### src/rtl/crcfr_pkg.sv
// ----------------------------------------------------------------------------
// crcfr_pkg
// Types, codes and the CRC16 byte update shared by the framed receiver.
// ----------------------------------------------------------------------------
package crcfr_pkg;

    localparam logic [15:0] CRC_INIT = 16'hFFFF;
    localparam logic [15:0] CRC_POLY = 16'hA001;

    // event codes from front to back
    localparam logic [2:0] EV_LEN    = 3'd0;
    localparam logic [2:0] EV_CMD    = 3'd1;
    localparam logic [2:0] EV_PAY    = 3'd2;
    localparam logic [2:0] EV_CRC_LO = 3'd3;
    localparam logic [2:0] EV_CRC_HI = 3'd4;
    localparam logic [2:0] EV_TAIL   = 3'd5;
    localparam logic [2:0] EV_OVER   = 3'd6;

    localparam logic [2:0] ST_OK       = 3'd0;
    localparam logic [2:0] ST_CRC_ERR  = 3'd1;
    localparam logic [2:0] ST_LEN_ERR  = 3'd2;
    localparam logic [2:0] ST_UNKNOWN  = 3'd3;
    localparam logic [2:0] ST_BAD_TAIL = 3'd4;
    localparam logic [2:0] ST_OVERLONG = 3'd5;

    localparam logic [7:0] CMD_STORE_FIRST = 8'd1;
    localparam logic [7:0] CMD_STORE_LAST  = 8'd4;
    localparam logic [7:0] CMD_QUERY       = 8'd5;
    localparam logic [7:0] CMD_HEARTBEAT   = 8'd6;
    localparam logic [1:0] ZONE_CMD1       = 2'd3;

    localparam logic [0:0] KIND_PAYLOAD = 1'b0;
    localparam logic [0:0] KIND_VERDICT = 1'b1;

    localparam int QUEUE_DEPTH = 2;
    localparam int QPTR_W      = 1;
    localparam int QCNT_W      = 2;

    typedef struct packed {
        logic [2:0] op;
        logic [7:0] data;
        logic [4:0] idx;
        logic [4:0] plen;
        logic       len_ok;
        logic       tail_ok;
    } t_ev;

    function automatic logic [15:0] crc_byte(input logic [15:0] c_in,
                                             input logic [7:0]  b);
        logic [15:0] c;
        c = c_in ^ {8'h00, b};
        for (int k = 0; k < 8; k++) begin
            if (c[0]) begin
                c = (c >> 1) ^ CRC_POLY;
            end else begin
                c = c >> 1;
            end
        end
        return c;
    endfunction

endpackage

### src/rtl/crc16_framed_command_receiver.sv
// Takes one received byte per cycle and hunts for frames of the form head,
// length, command, payload, CRC low, CRC high, tail (MODBUS CRC16 over length,
// command and payload). Payload bytes come out one by one as they arrive; the
// tail byte gives one verdict with command, status and zone. A byte passes the
// combinational classifier into a two-entry queue and then the registered
// CRC/verdict stage, so a new byte is taken every cycle unless the queue is
// full under a stalled output. Configuration writes are always ready.
// ----------------------------------------------------------------------------
// crc16_framed_command_receiver
// Framed command receiver: classifier, event queue and CRC/verdict back end.
// ----------------------------------------------------------------------------
module crc16_framed_command_receiver
    import crcfr_pkg::*;
#(
    parameter int FRAME_BUFFER_BYTES = 32
) (
    input  logic       i_clk,
    input  logic       i_rst_n,
    input  logic       i_in_valid,
    output logic       o_in_stall,
    input  logic [7:0] i_rx_byte,
    input  logic       i_cfg_valid,
    output logic       o_cfg_ready,
    input  logic [1:0] i_cfg_index,
    input  logic [7:0] i_cfg_data,
    output logic       o_out_valid,
    input  logic       i_out_stall,
    output logic       o_kind,
    output logic [7:0] o_data_byte,
    output logic [4:0] o_byte_index,
    output logic [7:0] o_command,
    output logic [2:0] o_status,
    output logic [1:0] o_zone,
    output logic [4:0] o_payload_length
);

    localparam logic [1:0] CFG_HEAD    = 2'd0;
    localparam logic [1:0] CFG_TAIL    = 2'd1;
    localparam logic [1:0] CFG_REC_LEN = 2'd2;

    logic [7:0] r_head, r_tail;
    logic [4:0] r_rec_len;

    logic w_take, w_push, w_pop, w_full, w_nonempty;
    t_ev  w_ev_in, w_ev_out;

    assign o_cfg_ready = 1'b1;
    assign o_in_stall  = w_full;
    assign w_take      = i_in_valid && !w_full;

    always_ff @(posedge i_clk) begin
        if (!i_rst_n) begin
            r_head    <= 8'hA5;
            r_tail    <= 8'h5A;
            r_rec_len <= 5'd17;
        end else if (i_cfg_valid) begin
            unique case (i_cfg_index)
                CFG_HEAD:    r_head    <= i_cfg_data;
                CFG_TAIL:    r_tail    <= i_cfg_data;
                CFG_REC_LEN: r_rec_len <= i_cfg_data[4:0];
                default:     r_head    <= r_head;
            endcase
        end
    end

    crcfr_front #(
        .FRAME_BUFFER_BYTES(FRAME_BUFFER_BYTES)
    ) u_front (
        .i_clk          (i_clk),
        .i_rst_n        (i_rst_n),
        .i_take         (w_take),
        .i_byte         (i_rx_byte),
        .i_head_byte    (r_head),
        .i_tail_byte    (r_tail),
        .i_record_length(r_rec_len),
        .o_push         (w_push),
        .o_ev           (w_ev_in)
    );

    crcfr_queue u_queue (
        .i_clk     (i_clk),
        .i_rst_n   (i_rst_n),
        .i_push    (w_push),
        .i_ev      (w_ev_in),
        .i_pop     (w_pop),
        .o_full    (w_full),
        .o_nonempty(w_nonempty),
        .o_ev      (w_ev_out)
    );

    crcfr_back u_back (
        .i_clk           (i_clk),
        .i_rst_n         (i_rst_n),
        .i_nonempty      (w_nonempty),
        .i_ev            (w_ev_out),
        .o_pop           (w_pop),
        .i_out_stall     (i_out_stall),
        .o_out_valid     (o_out_valid),
        .o_kind          (o_kind),
        .o_data_byte     (o_data_byte),
        .o_byte_index    (o_byte_index),
        .o_command       (o_command),
        .o_status        (o_status),
        .o_zone          (o_zone),
        .o_payload_length(o_payload_length)
    );

endmodule

### src/rtl/crcfr_front.sv
// ----------------------------------------------------------------------------
// crcfr_front
// Tracks the frame position of each received byte and classifies it.
// ----------------------------------------------------------------------------
module crcfr_front
    import crcfr_pkg::*;
#(
    parameter int FRAME_BUFFER_BYTES = 32
) (
    input  logic       i_clk,
    input  logic       i_rst_n,
    input  logic       i_take,
    input  logic [7:0] i_byte,
    input  logic [7:0] i_head_byte,
    input  logic [7:0] i_tail_byte,
    input  logic [4:0] i_record_length,
    output logic       o_push,
    output t_ev        o_ev
);

    localparam int POS_W = $clog2(FRAME_BUFFER_BYTES);

    logic [POS_W-1:0] r_pos, n_pos;
    logic [7:0]       r_plen, n_plen;
    logic             r_over, n_over;

    logic [8:0] w_p9;
    logic [8:0] w_plen9;
    logic [7:0] w_len_m1;

    assign w_p9     = 9'(r_pos);
    assign w_plen9  = {1'b0, r_plen};
    assign w_len_m1 = i_byte - 8'd1;

    always_comb begin
        n_pos         = r_pos;
        n_plen        = r_plen;
        n_over        = r_over;
        o_push        = 1'b0;
        o_ev.op       = EV_PAY;
        o_ev.data     = i_byte;
        o_ev.idx      = 5'(w_p9 - 9'd3);
        o_ev.plen     = r_plen[4:0];
        o_ev.len_ok   = (r_plen == {3'b000, i_record_length});
        o_ev.tail_ok  = (i_byte == i_tail_byte);
        if (i_take) begin
            priority if (w_p9 == 9'd0) begin
                if (i_byte == i_head_byte) begin
                    n_pos = POS_W'(1);
                end
            end else if (w_p9 == 9'd1) begin
                n_plen  = w_len_m1;
                n_over  = ({1'b0, w_len_m1} + 9'd6) > 9'(FRAME_BUFFER_BYTES);
                o_push  = 1'b1;
                o_ev.op = EV_LEN;
                n_pos   = POS_W'(2);
            end else if (w_p9 == 9'd2) begin
                o_push  = 1'b1;
                o_ev.op = EV_CMD;
                n_pos   = POS_W'(3);
            end else if (r_over) begin
                if (w_p9 >= 9'(FRAME_BUFFER_BYTES - 1)) begin
                    o_push  = 1'b1;
                    o_ev.op = EV_OVER;
                    n_pos   = '0;
                end else begin
                    n_pos = r_pos + POS_W'(1);
                end
            end else if (w_p9 < w_plen9 + 9'd3) begin
                o_push  = 1'b1;
                o_ev.op = EV_PAY;
                n_pos   = r_pos + POS_W'(1);
            end else if (w_p9 == w_plen9 + 9'd3) begin
                o_push  = 1'b1;
                o_ev.op = EV_CRC_LO;
                n_pos   = r_pos + POS_W'(1);
            end else if (w_p9 == w_plen9 + 9'd4) begin
                o_push  = 1'b1;
                o_ev.op = EV_CRC_HI;
                n_pos   = r_pos + POS_W'(1);
            end else begin
                o_push  = 1'b1;
                o_ev.op = EV_TAIL;
                n_pos   = '0;
            end
        end
    end

    always_ff @(posedge i_clk) begin
        if (!i_rst_n) begin
            r_pos  <= '0;
            r_plen <= '0;
            r_over <= 1'b0;
        end else begin
            r_pos  <= n_pos;
            r_plen <= n_plen;
            r_over <= n_over;
        end
    end

endmodule

### src/rtl/crcfr_queue.sv
// ----------------------------------------------------------------------------
// crcfr_queue
// Short event queue between the classifier and the executing back end.
// ----------------------------------------------------------------------------
module crcfr_queue
    import crcfr_pkg::*;
(
    input  logic i_clk,
    input  logic i_rst_n,
    input  logic i_push,
    input  t_ev  i_ev,
    input  logic i_pop,
    output logic o_full,
    output logic o_nonempty,
    output t_ev  o_ev
);

    t_ev               r_mem [QUEUE_DEPTH];
    logic [QPTR_W-1:0] r_wp, n_wp;
    logic [QPTR_W-1:0] r_rp, n_rp;
    logic [QCNT_W-1:0] r_cnt, n_cnt;

    assign o_full     = (r_cnt == QCNT_W'(QUEUE_DEPTH));
    assign o_nonempty = (r_cnt != '0);
    assign o_ev       = r_mem[r_rp];

    always_comb begin
        n_wp  = r_wp;
        n_rp  = r_rp;
        n_cnt = r_cnt;
        if (i_push) begin
            n_wp = (r_wp == QPTR_W'(QUEUE_DEPTH - 1)) ? '0 : r_wp + QPTR_W'(1);
        end
        if (i_pop) begin
            n_rp = (r_rp == QPTR_W'(QUEUE_DEPTH - 1)) ? '0 : r_rp + QPTR_W'(1);
        end
        if (i_push && !i_pop) begin
            n_cnt = r_cnt + QCNT_W'(1);
        end else if (!i_push && i_pop) begin
            n_cnt = r_cnt - QCNT_W'(1);
        end
    end

    always_ff @(posedge i_clk) begin
        if (!i_rst_n) begin
            r_wp  <= '0;
            r_rp  <= '0;
            r_cnt <= '0;
        end else begin
            r_wp  <= n_wp;
            r_rp  <= n_rp;
            r_cnt <= n_cnt;
        end
    end

    always_ff @(posedge i_clk) begin
        if (i_push) begin
            r_mem[r_wp] <= i_ev;
        end
    end

endmodule

### src/rtl/crcfr_back.sv
// ----------------------------------------------------------------------------
// crcfr_back
// Runs the CRC, holds the frame command and builds the registered results.
// ----------------------------------------------------------------------------
module crcfr_back
    import crcfr_pkg::*;
(
    input  logic       i_clk,
    input  logic       i_rst_n,
    input  logic       i_nonempty,
    input  t_ev        i_ev,
    output logic       o_pop,
    input  logic       i_out_stall,
    output logic       o_out_valid,
    output logic       o_kind,
    output logic [7:0] o_data_byte,
    output logic [4:0] o_byte_index,
    output logic [7:0] o_command,
    output logic [2:0] o_status,
    output logic [1:0] o_zone,
    output logic [4:0] o_payload_length
);

    logic        r_ov, n_ov;
    logic [15:0] r_crc, n_crc;
    logic [7:0]  r_cmd, n_cmd;
    logic        r_match, n_match;

    logic       r_kind, n_kind;
    logic [7:0] r_data, n_data;
    logic [4:0] r_idx, n_idx;
    logic [2:0] r_status, n_status;
    logic [1:0] r_zone, n_zone;
    logic [4:0] r_plen, n_plen;
    logic [7:0] r_ocmd, n_ocmd;

    logic [15:0] w_crc_next;
    logic        w_store;

    assign o_pop      = i_nonempty && (!r_ov || !i_out_stall);
    assign w_crc_next = crc_byte((i_ev.op == EV_LEN) ? CRC_INIT : r_crc, i_ev.data);
    assign w_store    = (r_cmd >= CMD_STORE_FIRST) && (r_cmd <= CMD_STORE_LAST);

    always_comb begin
        n_crc    = r_crc;
        n_cmd    = r_cmd;
        n_match  = r_match;
        n_ov     = r_ov && i_out_stall;
        n_kind   = r_kind;
        n_data   = r_data;
        n_idx    = r_idx;
        n_status = r_status;
        n_zone   = r_zone;
        n_plen   = r_plen;
        n_ocmd   = r_ocmd;
        if (o_pop) begin
            unique case (i_ev.op)
                EV_LEN: begin
                    n_crc = w_crc_next;
                end
                EV_CMD: begin
                    n_crc = w_crc_next;
                    n_cmd = i_ev.data;
                end
                EV_PAY: begin
                    n_crc    = w_crc_next;
                    n_ov     = 1'b1;
                    n_kind   = KIND_PAYLOAD;
                    n_data   = i_ev.data;
                    n_idx    = i_ev.idx;
                    n_ocmd   = r_cmd;
                    n_status = ST_OK;
                    n_zone   = '0;
                    n_plen   = i_ev.plen;
                end
                EV_CRC_LO: begin
                    n_match = (i_ev.data == r_crc[7:0]);
                end
                EV_CRC_HI: begin
                    n_match = r_match && (i_ev.data == r_crc[15:8]);
                end
                EV_TAIL: begin
                    n_ov   = 1'b1;
                    n_kind = KIND_VERDICT;
                    n_data = '0;
                    n_idx  = '0;
                    n_ocmd = r_cmd;
                    n_plen = i_ev.plen;
                    n_zone = '0;
                    priority if (!i_ev.tail_ok) begin
                        n_status = ST_BAD_TAIL;
                    end else if (w_store) begin
                        n_zone = (r_cmd == CMD_STORE_FIRST) ? ZONE_CMD1
                                                            : 2'(r_cmd - 8'd2);
                        priority if (!r_match) begin
                            n_status = ST_CRC_ERR;
                        end else if (!i_ev.len_ok) begin
                            n_status = ST_LEN_ERR;
                        end else begin
                            n_status = ST_OK;
                        end
                    end else if (r_cmd == CMD_QUERY || r_cmd == CMD_HEARTBEAT) begin
                        n_status = ST_OK;
                    end else begin
                        n_status = ST_UNKNOWN;
                    end
                end
                EV_OVER: begin
                    n_ov     = 1'b1;
                    n_kind   = KIND_VERDICT;
                    n_data   = '0;
                    n_idx    = '0;
                    n_ocmd   = r_cmd;
                    n_status = ST_OVERLONG;
                    n_zone   = '0;
                    n_plen   = '0;
                end
                default: begin
                    n_crc = r_crc;
                end
            endcase
        end
    end

    always_ff @(posedge i_clk) begin
        if (!i_rst_n) begin
            r_ov    <= 1'b0;
            r_crc   <= CRC_INIT;
            r_cmd   <= '0;
            r_match <= 1'b0;
        end else begin
            r_ov    <= n_ov;
            r_crc   <= n_crc;
            r_cmd   <= n_cmd;
            r_match <= n_match;
        end
    end

    always_ff @(posedge i_clk) begin
        r_kind   <= n_kind;
        r_data   <= n_data;
        r_idx    <= n_idx;
        r_status <= n_status;
        r_zone   <= n_zone;
        r_plen   <= n_plen;
        r_ocmd   <= n_ocmd;
    end

    assign o_out_valid      = r_ov;
    assign o_kind           = r_kind;
    assign o_data_byte      = r_data;
    assign o_byte_index     = r_idx;
    assign o_command        = r_ocmd;
    assign o_status         = r_status;
    assign o_zone           = r_zone;
    assign o_payload_length = r_plen;

endmodule

### config.mk
export PLATFORM = sky130hd
export DESIGN_NAME = crc16_framed_command_receiver
export DESIGN_NICKNAME = d
export VERILOG_FILES = /design/src/rtl/crcfr_pkg.sv /design/src/rtl/crc16_framed_command_receiver.sv /design/src/rtl/crcfr_front.sv /design/src/rtl/crcfr_queue.sv /design/src/rtl/crcfr_back.sv
export SDC_FILE = /design/constraint.sdc
export NUM_CORES = 1
export LEC_CHECK = 0
export BUFFER_PORTS_ARGS = -buffer_cell sky130_fd_sc_hd__buf_2
export CAP_MARGIN = 40
export CORE_UTILIZATION = 59
export CTS_CLUSTER_SIZE = 30
export DETAILED_ROUTE_END_ITERATION = 8
export PLACE_DENSITY = 0.79
export SLEW_MARGIN = 20
export SYNTH_ARGS = -nofsm -noshare
export SYNTH_HDL_FRONTEND = slang
export SYNTH_SLANG_ARGS = --single-unit
### constraint.sdc
create_clock -name i_clk -period 3.15 [get_ports i_clk]
set_input_delay 0.7875 -clock i_clk [delete_from_list [all_inputs] [get_ports i_clk]]
set_output_delay 0.7875 -clock i_clk [all_outputs]
set_load 0.03 [all_outputs]
==> results.txt, run 1 <==
The number of flops mapped to enable cells by yosys came out at 78. The floorplan step set the die width to 111 µm. The maximum buffer depth of the clock tree is 2. The cell type with the highest aggregate area in the netlist is sky130_fd_sc_hd__edfxtp_1.

Summing every instance area after synthesis gives 7000 µm². After layout, the worst path uses 90.7% of the clock period. The clock reaches the later pin of the worst-skew pair after 0.42 ns. Setup repair after global routing left no endpoint under its margin.

0 antenna diodes ended up in the layout. The logs give 0 for the number of antenna violations at the first check in global routing and 69.8% for the fraction of the core area covered by cells at the end of the flow. At the placement stage, the worst setup path has a slack of 0.333 ns. The commonest cells after synthesis are sky130_fd_sc_hd__edfxtp_1, sky130_fd_sc_hd__nand2_1, sky130_fd_sc_hd__dfxtp_1, sky130_fd_sc_hd__xnor2_1, sky130_fd_sc_hd__nor2_1. The tools report the critical path endpoint category as a flop. Across all setup checks in the final design, the least slack found is 0.294 ns. TritonCTS built the clock tree.

Measured against its own limit, the worst slew margin works out to 46.2%. The initial utilization of the core area, before any placement, comes to 61.0%. For this run, the register share of the synthesized area comes to 52.3%.

The synthesized netlist devotes 9.60% of its cell area to compound gates. The run gives 12300 µm² as the die area. At the worst endpoint, the required time is 3.49 ns. The run gives 25.0% as the all-layer global routing usage.

After detailed routing, the total wire length is 14500 µm. The leakage component of the power was 0.00317 µW; the clock-pin slew on the worst setup and hold paths was 0.06 ns. The critical path is of the reg -> reg type. The final weighted congestion in routability-driven placement is 0.921, and the share of post-route cells with drive strength above 1 is 17.0%. sky130_fd_sc_hd__edfxtp_1 is the most common cell in the netlist.

Global route total overflow: 0. Wire segments on met3 add up to 715 µm in the final route. After clock tree synthesis, the setup repair step added 0 buffers. The sum of met2 wire segment lengths after detailed routing is 7360 µm, and the post-synthesis cell count is 640. The total half-perimeter wirelength after legalization and detailed placement is 10300 µm, and the wire length of the first global-routing pass is 24000 µm. In this run the clock root is driven by a sky130_fd_sc_hd__clkbuf_16. The fraction of synthesized cell area taken by the top area cell type was 33.5%.

The number of max-cap violations was 0. The most instantiated flip-flop cell in the synthesis netlist is sky130_fd_sc_hd__edfxtp_1. The synthesized area divided by synthesized cell count was 10.9 µm².

The logs give 0 for the final max-slew violation count and 0.689 mV for the worst IR drop on VDD. The tools report the synthesis warning total as 0. The worst clock skew on the final layout is 0.00561 ns. The detail route stage leaves a number of antenna-violating nets equal to 0. The post-cts gate resize count is 0. The length of the first detailed-routing pass in iterations was 5.

The uppermost layer routed is met4. The total vias in the final route was 4897; the clock net sink count was 144. The multiplexer fraction of the synthesized cell area was 6.18%; the number of distinct library cells after synthesis was 58. Synthesis produced a netlist with a net count of 680.

Setup total negative slack on the finished layout was measured at 0 ns. Summing the areas of all fa, ha and maj instances in the mapped netlist gives 3.04% of the synthesized area. For the pin with the worst max-slew slack, the measured transition is 0.807 ns.

The area added between synthesis and finish came out at 14.4%. The count of buffers from port buffering came out at 56. In this run, synthesis produced a sequential element count of 144.

The tightest hold path in the finished design has a slack of 0.463 ns. The maximum net fanout on the critical path is 8, and the routed length per instance is 16.9 µm. The average vias per placed instance is 5.72, and the maximum achievable frequency is 0.350 GHz. For the number of DRC violations after detailed-routing iteration 0, the log shows 314. Final hold violation count: 0.

After Yosys synthesis, and, or, nand and nor cells account for 14.5% of the synthesized area. The count of standard-cell rows came out at 39. After synthesis, the largest family of logic cells by area is simple AND/OR/NAND/NOR gates. After synthesis, the share of flip-flops with an asynchronous set or reset is 0%.

The ratio of total power to cell area is 715 nW/µm², and the data arrival time at the worst-slack endpoint is 3.19 ns. The tightest min-delay check is of the reg -> reg type. 58 I/O pins were placed. The number of clock buffers added by TritonCTS is 17.

The shortest clock period the worst path allows after layout came out at 2.86 ns. Of the total synthesized cell area, the portion taken by XOR and XNOR cells is 11.4%. For this run, design rule violations remaining after detail routing come to 0. The flow ran to the end, and the final reports show no timing, DRC or antenna violations.

The net count of the finished layout is 740. The run gives 11500 µm² as the placeable core region. After synthesis, the cell types taking the most area are sky130_fd_sc_hd__edfxtp_1, sky130_fd_sc_hd__dfxtp_1, sky130_fd_sc_hd__xnor2_1. The floorplan step set the die height to 111 µm. Entering global routing, the biggest net connects 31 pins. For the number of H-tree levels, the log shows 4. The detailed router put a total of 5980 µm of wire on met1. In this run, post-CTS hold repair placed 0 buffers.

STA classifies the critical path startpoint as a flop. Setup violations remaining at the end of the flow were counted as 0. The number of global-route vias before repair is 4901.
registers in the layout (all words and copies together) (netlist names), 2 cells and up, named ones only:
register,flops
r_head,8
r_rec_len,5
r_tail,8
u_back.o_byte_index,5
u_back.o_command,8
u_back.o_data_byte,8
u_back.o_payload_length,5
u_back.o_status,3
u_back.o_zone,2
u_back.r_cmd,8
u_back.r_crc,16
u_front.r_plen,8
u_front.r_pos,5
u_queue.r_cnt,2
u_queue.r_mem,46
layer usage:
layer	track usage (%)	up-vias
li1	-	2378
met1	29.9	2333
met2	42.5	150
met3	6.18	36
met4	11.1	0
met5	0	-
critical path: stages (launching register included):
cell	delay, ns
sky130_fd_sc_hd__dfxtp_1	0.53
sky130_fd_sc_hd__inv_1	0.13
sky130_fd_sc_hd__ha_1	0.26
sky130_fd_sc_hd__o21ai_0	0.24
sky130_fd_sc_hd__nand2_1	0.10
sky130_fd_sc_hd__o31ai_1	0.46
sky130_fd_sc_hd__inv_1	0.16
sky130_fd_sc_hd__ha_1	0.37
sky130_fd_sc_hd__or3_1	0.35
sky130_fd_sc_hd__a21boi_0	0.19
cells by family (layout without fill, tap and decap cells):
kind of cell | after synthesis | count (layout)
AOI/OAI and AO/OA | 95 | 95
xor gates and xnor gates | 90 | 90
adders and majority gates | 17 | 17
buffers and inverters | 46 | 119
DFF | 144 | 144
muxes | 35 | 35
other | 1 | 1
and+or+nand+nor | 212 | 212
power breakdown:
part / leakage [µW] / internal (µW) / total [µW] / switching [µW]
Sequential: 0.00126 / 2200 / 2380 / 181
Combinational: 0.00164 / 592 / 1430 / 835
Clock: 0.000271 / 1180 / 1910 / 736
Total: 0.00317 / 3970 / 5720 / 1750
final cells by class:
cell class	instances	area, µm²
Clock buffer	21	450
Clock inverter	11	115
Inverter	14	52.6
Tap cell	143	179
Multi-Input combinational cell	450	3140
Timing Repair Buffer	73	405
Fill cell	800	3460
Sequential cell	144	3660
metrics by stage:
step / area, µm² / instances / total power [µW]
3_3_place_gp: 7430 / 823 / 3770
2_1_floorplan: 7000 / 640 / 3490
5_1_grt: 8010 / 856 / 5980
4_1_cts: 8000 / 855 / 5740
6_report: 8010 / 856 / 5720
3_5_place_dp: 7430 / 823 / 3820
placed cells by master (no fill, tap or decap), types with 13 or more instances in the layout:
| master | count |
|---|---|
| sky130_fd_sc_hd__nor2b_1 | 14 |
| sky130_fd_sc_hd__o211a_1 | 16 |
| sky130_fd_sc_hd__nor3_1 | 19 |
| sky130_fd_sc_hd__ha_1 | 17 |
| sky130_fd_sc_hd__buf_4 | 16 |
| sky130_fd_sc_hd__dfxtp_1 | 65 |
| sky130_fd_sc_hd__nand2_1 | 71 |
| sky130_fd_sc_hd__mux2i_1 | 25 |
| sky130_fd_sc_hd__edfxtp_1 | 78 |
| sky130_fd_sc_hd__inv_1 | 14 |
| sky130_fd_sc_hd__clkbuf_16 | 17 |
| sky130_fd_sc_hd__nor2_1 | 56 |
| sky130_fd_sc_hd__o21ai_0 | 13 |
| sky130_fd_sc_hd__a21oi_1 | 14 |
| sky130_fd_sc_hd__buf_2 | 57 |
| sky130_fd_sc_hd__xnor2_1 | 60 |
| sky130_fd_sc_hd__xor2_1 | 29 |
final timing paths:
| path | startpoint | to | slack [ns] | cells after the start |
|---|---|---|---|---|
| setup / recovery | u_front.r_pos[1] | u_queue.r_cnt[1] | 0.29 | 9 |
| hold / removal | u_back.r_cmd[4] | u_back.o_command[4] | 0.46 | 0 |
| setup reg to reg | u_front.r_pos[1] | u_queue.r_cnt[1] | 0.29 | 9 |
| hold reg to reg | u_back.r_cmd[4] | u_back.o_command[4] | 0.46 | 0 |
(Power assumes the default switching activity.)
==> inputs of run 2 (changes only) <==
--- a/config.mk
+++ b/config.mk
@@ -10,7 +10,7 @@
 export CORE_UTILIZATION = 59
 export CTS_CLUSTER_SIZE = 30
 export DETAILED_ROUTE_END_ITERATION = 8
-export PLACE_DENSITY = 0.79
+export PLACE_DENSITY = 0.83
 export SLEW_MARGIN = 20
 export SYNTH_ARGS = -nofsm -noshare
 export SYNTH_HDL_FRONTEND = slang
==> run 2 against run 1 <==
Combinational power about the same; register-to-register slack about the same; total power up 3.8%; worst setup slack better by 0.0056 ns; die area unchanged; maximum frequency up 0.20%; sequential power about the same; clock-buffer cell count unchanged; core utilization up 0.79 points; wire length up 2.2%; non-clock buffer count unchanged.
==> results.txt, run 2 (same netlist as run 1, synthesis figures left out) <==
The ratio of final minimum period to clock period came out at 90.5% (was 90.7%). The endpoint of the most critical register-to-register path is u_queue.r_cnt[1] (unchanged). The final worst setup slack is 0.300 ns (was 0.294 ns), and the antenna cell count is 0 (unchanged).

The startpoint class of the critical path is a flop (unchanged). The critical path buffer and inverter count is 2 (unchanged), and the post-CTS repair timing setup buffer count is 0 (unchanged). The total design power was 5940 µW (was 5720 µW). The terminating pin of the worst hold path was u_back.o_command[7] (was u_back.o_command[4]).

Total vias in the final route: 4948 (was 4897). The tools report the count of nets after finishing as 740 (unchanged). Register bank with the most flops: u_queue.r_mem (unchanged).

For the number of H-tree levels, the log shows 4 (unchanged). The largest stage delay on the critical path was 0.54 ns (was 0.53 ns). The ratio of total power to cell area came out at 734 nW/µm² (was 715 nW/µm²). The critical path's slowest cell is sky130_fd_sc_hd__o31ai_1 (was sky130_fd_sc_hd__dfxtp_1). The run gives 0 ns (unchanged) as the total negative slack. Most frequent standard cell in the layout excluding fill and tap cells: sky130_fd_sc_hd__edfxtp_1 (unchanged). The starting density of the core is 61.0% (unchanged). For the met2 track demand over resource in global routing, the log shows 45.3% (was 42.5%). Source of the worst hold timing path: u_back.r_cmd[7] (was u_back.r_cmd[4]). The logs give 39 (unchanged) for the count of standard-cell rows and 24600 µm (was 24000 µm) for the wire length of the first global-routing pass. The logs give 0 (unchanged) for the final max-slew violation count and 0 (unchanged) for the post-route antenna net violation count. The leakage component of the power was 0.00321 µW (was 0.00317 µW). TritonCTS built the clock tree. The run gives 25.8% (was 25.0%) as the all-layer global routing usage.

Top flop regs: u_queue.r_mem x46, u_back.r_crc x16 (unchanged). The logic depth of the worst setup path including buffers is 9 (unchanged), and the number of primary I/O pins is 58 (unchanged). The run gives 39.8% (was 46.2%) as the worst slew slack as a fraction of its limit. The shortest clock period the worst path allows after layout is 2.85 ns (was 2.86 ns). The critical path endpoint category is a flop (unchanged).

The aggregate routed wire length was 14800 µm (was 14500 µm); the maximum buffer depth of the clock tree was 2 (unchanged). The cell depth of the worst flop-to-flop path came out at 9 (unchanged). The average vias per placed instance is 5.78 (was 5.72), and the final hold violation count is 0 (unchanged).

The met3 global-route usage is 6.34% (was 6.18%). The total half-perimeter wirelength after legalization and detailed placement is 10300 µm (about the same), and the number of buffers created by CTS is 17 (unchanged). The width of the chip came out at 111 µm (unchanged).

The tools report the length of the first detailed-routing pass in iterations as 5 (unchanged). Cells along the critical path: inv_1 > ha_1 > o21ai_0 > nand2_1 > o31ai_1 > inv_1 > ha_1 > or3_1 > a21boi_0 (unchanged). The maximum number of pins on one net before global-route repair is 37 (was 31).

The type of the tightest min-delay check is reg -> reg (unchanged). The setup slack on the worst flop-to-flop path is 0.30 ns (was 0.29 ns). The post-cts gate resize count is 0 (unchanged), and the count of buffers from port buffering is 56 (unchanged).

For the final cell area excluding filler cells, the log shows 8100 µm² (was 8010 µm²). The routed length per instance was 17.3 µm (was 16.9 µm). The number of setup violations in the final report was 0 (unchanged). The run finished with clean final reports. The tools report the number of global-route vias before repair as 4976 (was 4901). Data arrival time at the worst-slack endpoint: 3.20 ns (was 3.19 ns).

The share of post-route cells with drive strength above 1 is 17.4% (was 17.0%). The slew of the pin with the lowest slew margin is 0.897 ns (was 0.807 ns), and the maximum net fanout on the critical path is 6 (was 8). The root buffer cell is sky130_fd_sc_hd__clkbuf_16 (unchanged). The depth of the worst hold-timing path works out to 0 (unchanged). Setup repair after global routing left no endpoint under its margin.

The type of the setup path with the least slack was reg -> reg (unchanged). The number of DRC violations after detailed-routing iteration 0 is 339 (was 314), and the clock-pin slew on the worst setup and hold paths is 0.06 ns (about the same). The met1 track demand over resource in global routing was 29.3% (was 29.9%); the die boundary height was 111 µm (unchanged).

The number of antenna violations at the first check in global routing came out at 0 (unchanged). The global route total overflow was 0 (unchanged). The remaining design rule violation count is 0 (unchanged). The area added between synthesis and finish came out at 15.6% (was 14.4%).

The clock net sink count came out at 144 (unchanged). The tools report the instance area at placement as 7450 µm² (was 7430 µm²). Commonest cells after routing, fill and taps aside: sky130_fd_sc_hd__edfxtp_1, sky130_fd_sc_hd__nand2_1, sky130_fd_sc_hd__dfxtp_1, sky130_fd_sc_hd__xnor2_1 (was sky130_fd_sc_hd__edfxtp_1, sky130_fd_sc_hd__nand2_1, sky130_fd_sc_hd__dfxtp_1, sky130_fd_sc_hd__xnor2_1, sky130_fd_sc_hd__buf_2). The family with the most delay on the worst path was compound AO/OA/AOI/OAI gates (unchanged). The number of max-cap violations was 0 (unchanged); the endpoint required time on the critical path was 3.50 ns (was 3.49 ns). The maximum achievable frequency was 0.351 GHz (was 0.350 GHz); the hold buffer count at cts was 0 (unchanged). The global-route layer with the greatest usage is met2 (unchanged). The launch point of the worst reg-to-reg path was u_front.r_pos[0] (was u_front.r_pos[1]). The worst clock skew on the final layout is 0.00629 ns (was 0.00561 ns), and the flip-flop count of the largest register after layout is 46 (unchanged). For the final weighted congestion in routability-driven placement, the log shows 0.902 (was 0.921). The placeable core region is 11500 µm² (unchanged), and the setup slack at placement is 0.343 ns (was 0.333 ns).

The latest clock arrival within the worst-skew pair was 0.43 ns (was 0.42 ns). The die area came out at 12300 µm² (unchanged). The tools report the worst IR drop on VDD as 0.604 mV (was 0.689 mV).
[run 2: power by group]
part,total (µW),internal (µW),switching (µW),leakage [µW]
logic,1410,588,825,0.00165
registers,2380,2200,178,0.00126
clock network,2150,1360,786,0.000310
[run 2: worst reg2reg max path: stages, from the launching register on]
cell                       delay [ns]
sky130_fd_sc_hd__dfxtp_1         0.42
sky130_fd_sc_hd__inv_1           0.18
sky130_fd_sc_hd__ha_1            0.28
sky130_fd_sc_hd__o21ai_0         0.20
sky130_fd_sc_hd__nand2_1         0.07
sky130_fd_sc_hd__o31ai_1         0.54
sky130_fd_sc_hd__inv_1           0.18
sky130_fd_sc_hd__ha_1            0.37
sky130_fd_sc_hd__or3_1           0.36
sky130_fd_sc_hd__a21boi_0        0.17
[run 2: per-layer routing]
metal | part of all wire [%] | vias up | routed length (µm)
li1 | - | 2379 | -
met1 | 41 | 2367 | 6020
met2 | 51 | 159 | 7610
met3 | 4.6 | 43 | 677
met4 | 3.4 | 0 | 497
met5 | 0 | - | 0
[run 2: cell type report]
type                            count  area [µm²]
Sequential cell                   144        3660
Fill cell                         773        3370
Multi-Input combinational cell    450        3140
Clock buffer                       21         493
Timing Repair Buffer               73         420
Tap cell                          143         179
Clock inverter                     11         148
Inverter                           14        52.6
[run 2: worst max-delay path by stage]
stage	slack, ns	startpoint	endpoint
floorplan	0.30	i_in_valid	u_queue.r_mem[0][0]
global placement	0.47	i_rx_byte[0]	u_front.r_over
detailed placement	0.34	i_rx_byte[0]	u_front.r_over
CTS	0.34	u_front.r_pos[1]	u_queue.r_cnt[1]
global route	0.17	u_front.r_pos[1]	u_queue.r_cnt[1]
finish	0.30	u_front.r_pos[0]	u_queue.r_cnt[1]
[run 2: stage by stage]
stage                     util, %  hold slack (ns)  instances
after detailed placement     65.0            0.439        824
after global placement       65.0            0.446        824
final                        70.6            0.464        856
after floorplan                 -            0.422        640
after CTS                    70.6            0.464        856
after global routing         70.6            0.475        856
==> inputs of run 3 (changes only) <==
--- a/config.mk
+++ b/config.mk
@@ -11,7 +11,9 @@
 export CTS_CLUSTER_SIZE = 30
 export DETAILED_ROUTE_END_ITERATION = 8
 export PLACE_DENSITY = 0.83
+export RECOVER_POWER = 50
 export SLEW_MARGIN = 20
 export SYNTH_ARGS = -nofsm -noshare
 export SYNTH_HDL_FRONTEND = slang
+export SYNTH_HIERARCHICAL = 1
 export SYNTH_SLANG_ARGS = --single-unit
==> run 3 against run 2 <==
The run now ends with capacitance limit, slew limit left; area after synthesis up 6.2%; clock power grew 4%; combinational power rose by 30%; clock skew is essentially flat; largest cell class unchanged; critical endpoint is now u_queue/r_mem[0][20]; wire length shrank 0.75%; non-clock buffer count down 2; register-to-register slack got worse by 0.03 ns.
==> results.txt, run 3 <==
The sequential share of the synthesized area was 49.3% (was 52.3%). The slew of the pin with the lowest slew margin works out to 1.55 ns (was 0.897 ns). The run gives 24.0% (was 25.8%) as the all-layer global routing usage. The final cell area excluding filler cells came out at 8290 µm² (was 8100 µm²). The most instantiated flip-flop cell in the synthesis netlist is sky130_fd_sc_hd__edfxtp_1 (unchanged).

Synth area leaders: sky130_fd_sc_hd__edfxtp_1, sky130_fd_sc_hd__dfxtp_1, sky130_fd_sc_hd__xnor2_1 (unchanged). For the endpoint required time on the critical path, the log shows 3.43 ns (was 3.50 ns). Commonest cells after routing, fill and taps aside: sky130_fd_sc_hd__edfxtp_1, sky130_fd_sc_hd__dfxtp_1, sky130_fd_sc_hd__nand2_1, sky130_fd_sc_hd__clkbuf_1, sky130_fd_sc_hd__xnor2_1 (was sky130_fd_sc_hd__edfxtp_1, sky130_fd_sc_hd__nand2_1, sky130_fd_sc_hd__dfxtp_1, sky130_fd_sc_hd__xnor2_1). Post-cts gate resize count: 0 (unchanged). Data arrival time at the worst-slack endpoint: 3.15 ns (was 3.20 ns). Setup repair after global routing left no endpoint under its margin. Most common cell in the synthesized netlist: sky130_fd_sc_hd__edfxtp_1 (unchanged).

Synthesized area divided by synthesized cell count: 11.1 µm² (was 10.9 µm²). For the post-CTS repair timing setup buffer count, the log shows 0 (unchanged). TritonCTS built the clock tree.

The critical path endpoint category is a flop (unchanged). The fraction of synthesized cell area taken by the top area cell type was 31.5% (was 33.5%); the length of the first detailed-routing pass in iterations was 5 (unchanged). The tools report the maximum achievable frequency as 0.348 GHz (was 0.351 GHz). Number of global-route vias before repair: 4915 (was 4976).

Type of the tightest min-delay check: reg -> reg (unchanged). The run gives 68.2% (was 70.6%) as the fraction of the core area covered by cells at the end of the flow. The aggregate routed wire length was 14700 µm (was 14800 µm); the ratio of final minimum period to clock period was 91.3% (was 90.5%). For the wire length of the first global-routing pass, the log shows 23800 µm (was 24600 µm). The root buffer cell was sky130_fd_sc_hd__clkbuf_16 (unchanged).

Terminating pin of the worst hold path: u_back/o_command[6] (was u_back.o_command[7]). Timing startpoint of the critical path: u_front/r_plen[2] (was u_front.r_pos[0]). The tools report the final hold violation count as 0 (unchanged). The final reports fail on capacitance limit, slew limit. The placeable core region is 12200 µm² (was 11500 µm²), and the routed length per instance is 16.5 µm (was 17.3 µm). The tools report the total vias in the final route as 4977 (was 4948).

The leakage component of the power is 0.00308 µW (was 0.00321 µW), and the die boundary height is 114 µm (was 111 µm). The final max-slew violation count is 43 (was 0), and the number of buffers created by CTS is 17 (unchanged). The tools report the instance area at placement as 7690 µm² (was 7450 µm²). The endpoint of the most critical register-to-register path is u_queue/r_mem[0][20] (was u_queue.r_cnt[1]). Post-synthesis instance area: 7440 µm² (was 7000 µm²). Register bank with the most flops: u_queue/r_mem (was u_queue.r_mem).

The area added between synthesis and finish was 11.5% (was 15.6%); the fill cell instance count of the final layout was 892 (was 773). The setup slack at placement was 0.362 ns (was 0.343 ns). Total negative slack: 0 ns (unchanged). The number of setup violations in the final report was 0 (unchanged).

The type of the setup path with the least slack is reg -> reg (unchanged). The remaining design rule violation count came out at 0 (unchanged). The latest clock arrival within the worst-skew pair was 0.42 ns (was 0.43 ns); the maximum buffer depth of the clock tree was 2 (unchanged). The synthesis-stage register bit count was 144 (unchanged); the worst IR drop on VDD was 0.441 mV (was 0.604 mV). The tools report the count of standard-cell rows as 40 (was 39).

Antenna cell count: 0 (unchanged). The average vias per placed instance works out to 5.60 (was 5.78). The most frequent standard cell in the layout excluding fill and tap cells is sky130_fd_sc_hd__edfxtp_1 (unchanged). The source of the worst hold timing path is u_back/r_cmd[6] (was u_back.r_cmd[7]). Cell type with the highest aggregate area in the netlist: sky130_fd_sc_hd__edfxtp_1 (unchanged). The global route total overflow is 0 (unchanged), and the clock-pin slew on the worst setup and hold paths is 0.06 ns (about the same). The width of the chip was 114 µm (was 111 µm); the number of primary I/O pins was 58 (unchanged).

Top flop regs: u_queue/r_mem x46, u_back/r_crc x16 (was u_queue.r_mem x46, u_back.r_crc x16). The startpoint class of the critical path is a flop (unchanged). Maximum number of pins on one net before global-route repair: 43 (was 37). The post-route antenna net violation count is 0 (unchanged). For the clock net sink count, the log shows 144 (unchanged). The run gives 10200 µm (was 10300 µm) as the total half-perimeter wirelength after legalization and detailed placement. The shortest clock period the worst path allows after layout works out to 2.88 ns (was 2.85 ns). The run finished, with violations left. The worst clock skew on the final layout came out at 0.00650 ns (was 0.00629 ns). The logs give 1 (was 0) for the number of max-cap violations and 711 (was 680) for the net count after synthesis. The flip-flop count of the largest register after layout is 46 (unchanged). The ratio of total power to cell area came out at 771 nW/µm² (was 734 nW/µm²). The tools report the launch point of the worst reg-to-reg path as u_front/r_plen[2] (was u_front.r_pos[0]). The count of nets after finishing is 747 (was 740). The share of post-route cells with drive strength above 1 was 12.8% (was 17.4%).

The final worst setup slack is 0.274 ns (was 0.300 ns), and the final weighted congestion in routability-driven placement is 0.933 (was 0.902). Area occupied by registers: 3660 µm² (about the same). The synthesis warning total is 6 (was 0), and the area of combinational cells with multiple inputs is 3340 µm² (was 3140 µm²). The depth of the worst hold-timing path was 0 (unchanged). The cell depth of the worst flop-to-flop path was 10 (was 9). Post-synth top cells: sky130_fd_sc_hd__edfxtp_1, sky130_fd_sc_hd__dfxtp_1, sky130_fd_sc_hd__nand2_1, sky130_fd_sc_hd__xnor2_1, sky130_fd_sc_hd__nor2_1 (was sky130_fd_sc_hd__edfxtp_1, sky130_fd_sc_hd__nand2_1, sky130_fd_sc_hd__dfxtp_1, sky130_fd_sc_hd__xnor2_1, sky130_fd_sc_hd__nor2_1).

The logs give 672 (was 640) for the post-synthesis cell count and 0 (unchanged) for the number of antenna violations at the first check in global routing. The number of H-tree levels is 4 (unchanged), and the hold buffer count at cts is 0 (unchanged). Number of distinct library cells after synthesis: 68 (was 58).

The maximum net fanout on the critical path was 13 (was 6). The tools report the worst slew slack as a fraction of its limit as -3.66% (was 39.8%). The count of buffers from port buffering was 56 (unchanged). The die area is 13100 µm² (was 12300 µm²). The setup slack on the worst flop-to-flop path was 0.27 ns (was 0.30 ns); the number of DRC violations after detailed-routing iteration 0 was 412 (was 339). Number of cells in the design after placement: 856 (was 824). Async set or reset register ratio after synthesis: 0% (unchanged). The run gives 889 (was 856) as the final cell count without fillers. The number of flops mapped to enable cells by yosys was 78 (unchanged); the starting density of the core was 61.1% (was 61.0%).
-- run 3: cell count changes after synthesis, sizes merged, moves of 12 or more --
cell / change
xor2: +12
buf: +30
nand2: -18
xnor2: -13
nor2: -14
and2: +18
o211a: -15
mux2: +20
-- run 3: metrics by stage --
stage          hold slack, ns  power [µW]
6_report                0.461        6390
5_1_grt                 0.478        6660
4_1_cts                 0.458        6440
3_5_place_dp            0.444        4160
3_3_place_gp            0.452        4100
2_1_floorplan           0.430        3820
-- run 3: kinds of logic (layout without fill, tap and decap cells) --
group,after synthesis,in the layout,synth area share [%]
and+or+nand+nor,216,216,15.6
buffers and inverters,75,124,5.81
other,1,1,0.0504
AOI/OAI and AO/OA,78,78,7.15
DFF,144,144,49.3
adders and majority gates,16,16,2.69
muxes,47,47,6.71
xor gates and xnor gates,95,95,12.7
-- run 3: metal layers --
layer | track usage [%] | share of wire, % | up-vias
met2 | 40.7 | 50 | 198
met5 | 0 | 0 | -
met3 | 5.56 | 5.9 | 30
met1 | 29.1 | 43 | 2350
met4 | 10.7 | 2.0 | 0
li1 | - | - | 2399
-- run 3: critical path: stages, from the launching register on --
cell                      delay [ns]
sky130_fd_sc_hd__dfxtp_1        0.61
sky130_fd_sc_hd__ha_1           0.30
sky130_fd_sc_hd__nor2b_1        0.31
sky130_fd_sc_hd__xnor2_1        0.11
sky130_fd_sc_hd__ha_1           0.33
sky130_fd_sc_hd__o211a_1        0.15
sky130_fd_sc_hd__o31ai_1        0.07
sky130_fd_sc_hd__a21oi_1        0.27
sky130_fd_sc_hd__nand2_1        0.11
sky130_fd_sc_hd__o31ai_2        0.27
sky130_fd_sc_hd__and3_1         0.22
-- run 3: worst max path at each step --
stage	cells past startpoint	endpoint
6_report	10	u_queue/r_mem[0][20]
5_1_grt	10	u_front/r_pos[1]
4_1_cts	10	u_front/r_pos[1]
3_5_place_dp	10	u_front/r_pos[1]
3_3_place_gp	10	u_front/r_pos[1]
2_1_floorplan	4	u_queue/r_mem[0][0]
-- run 3: power by group --
group          internal, µW  switching (µW)
sequential             2210             122
clock                  1500             735
combinational           786            1040
-- run 3: layout make-up --
type	instances	area share, %
Tap cell	168	2.53
Multi-Input combinational cell	453	40.3
Inverter	21	0.950
Timing Repair Buffer	71	4.10
Sequential cell	144	44.2
Clock inverter	11	2.55
Clock buffer	21	5.43
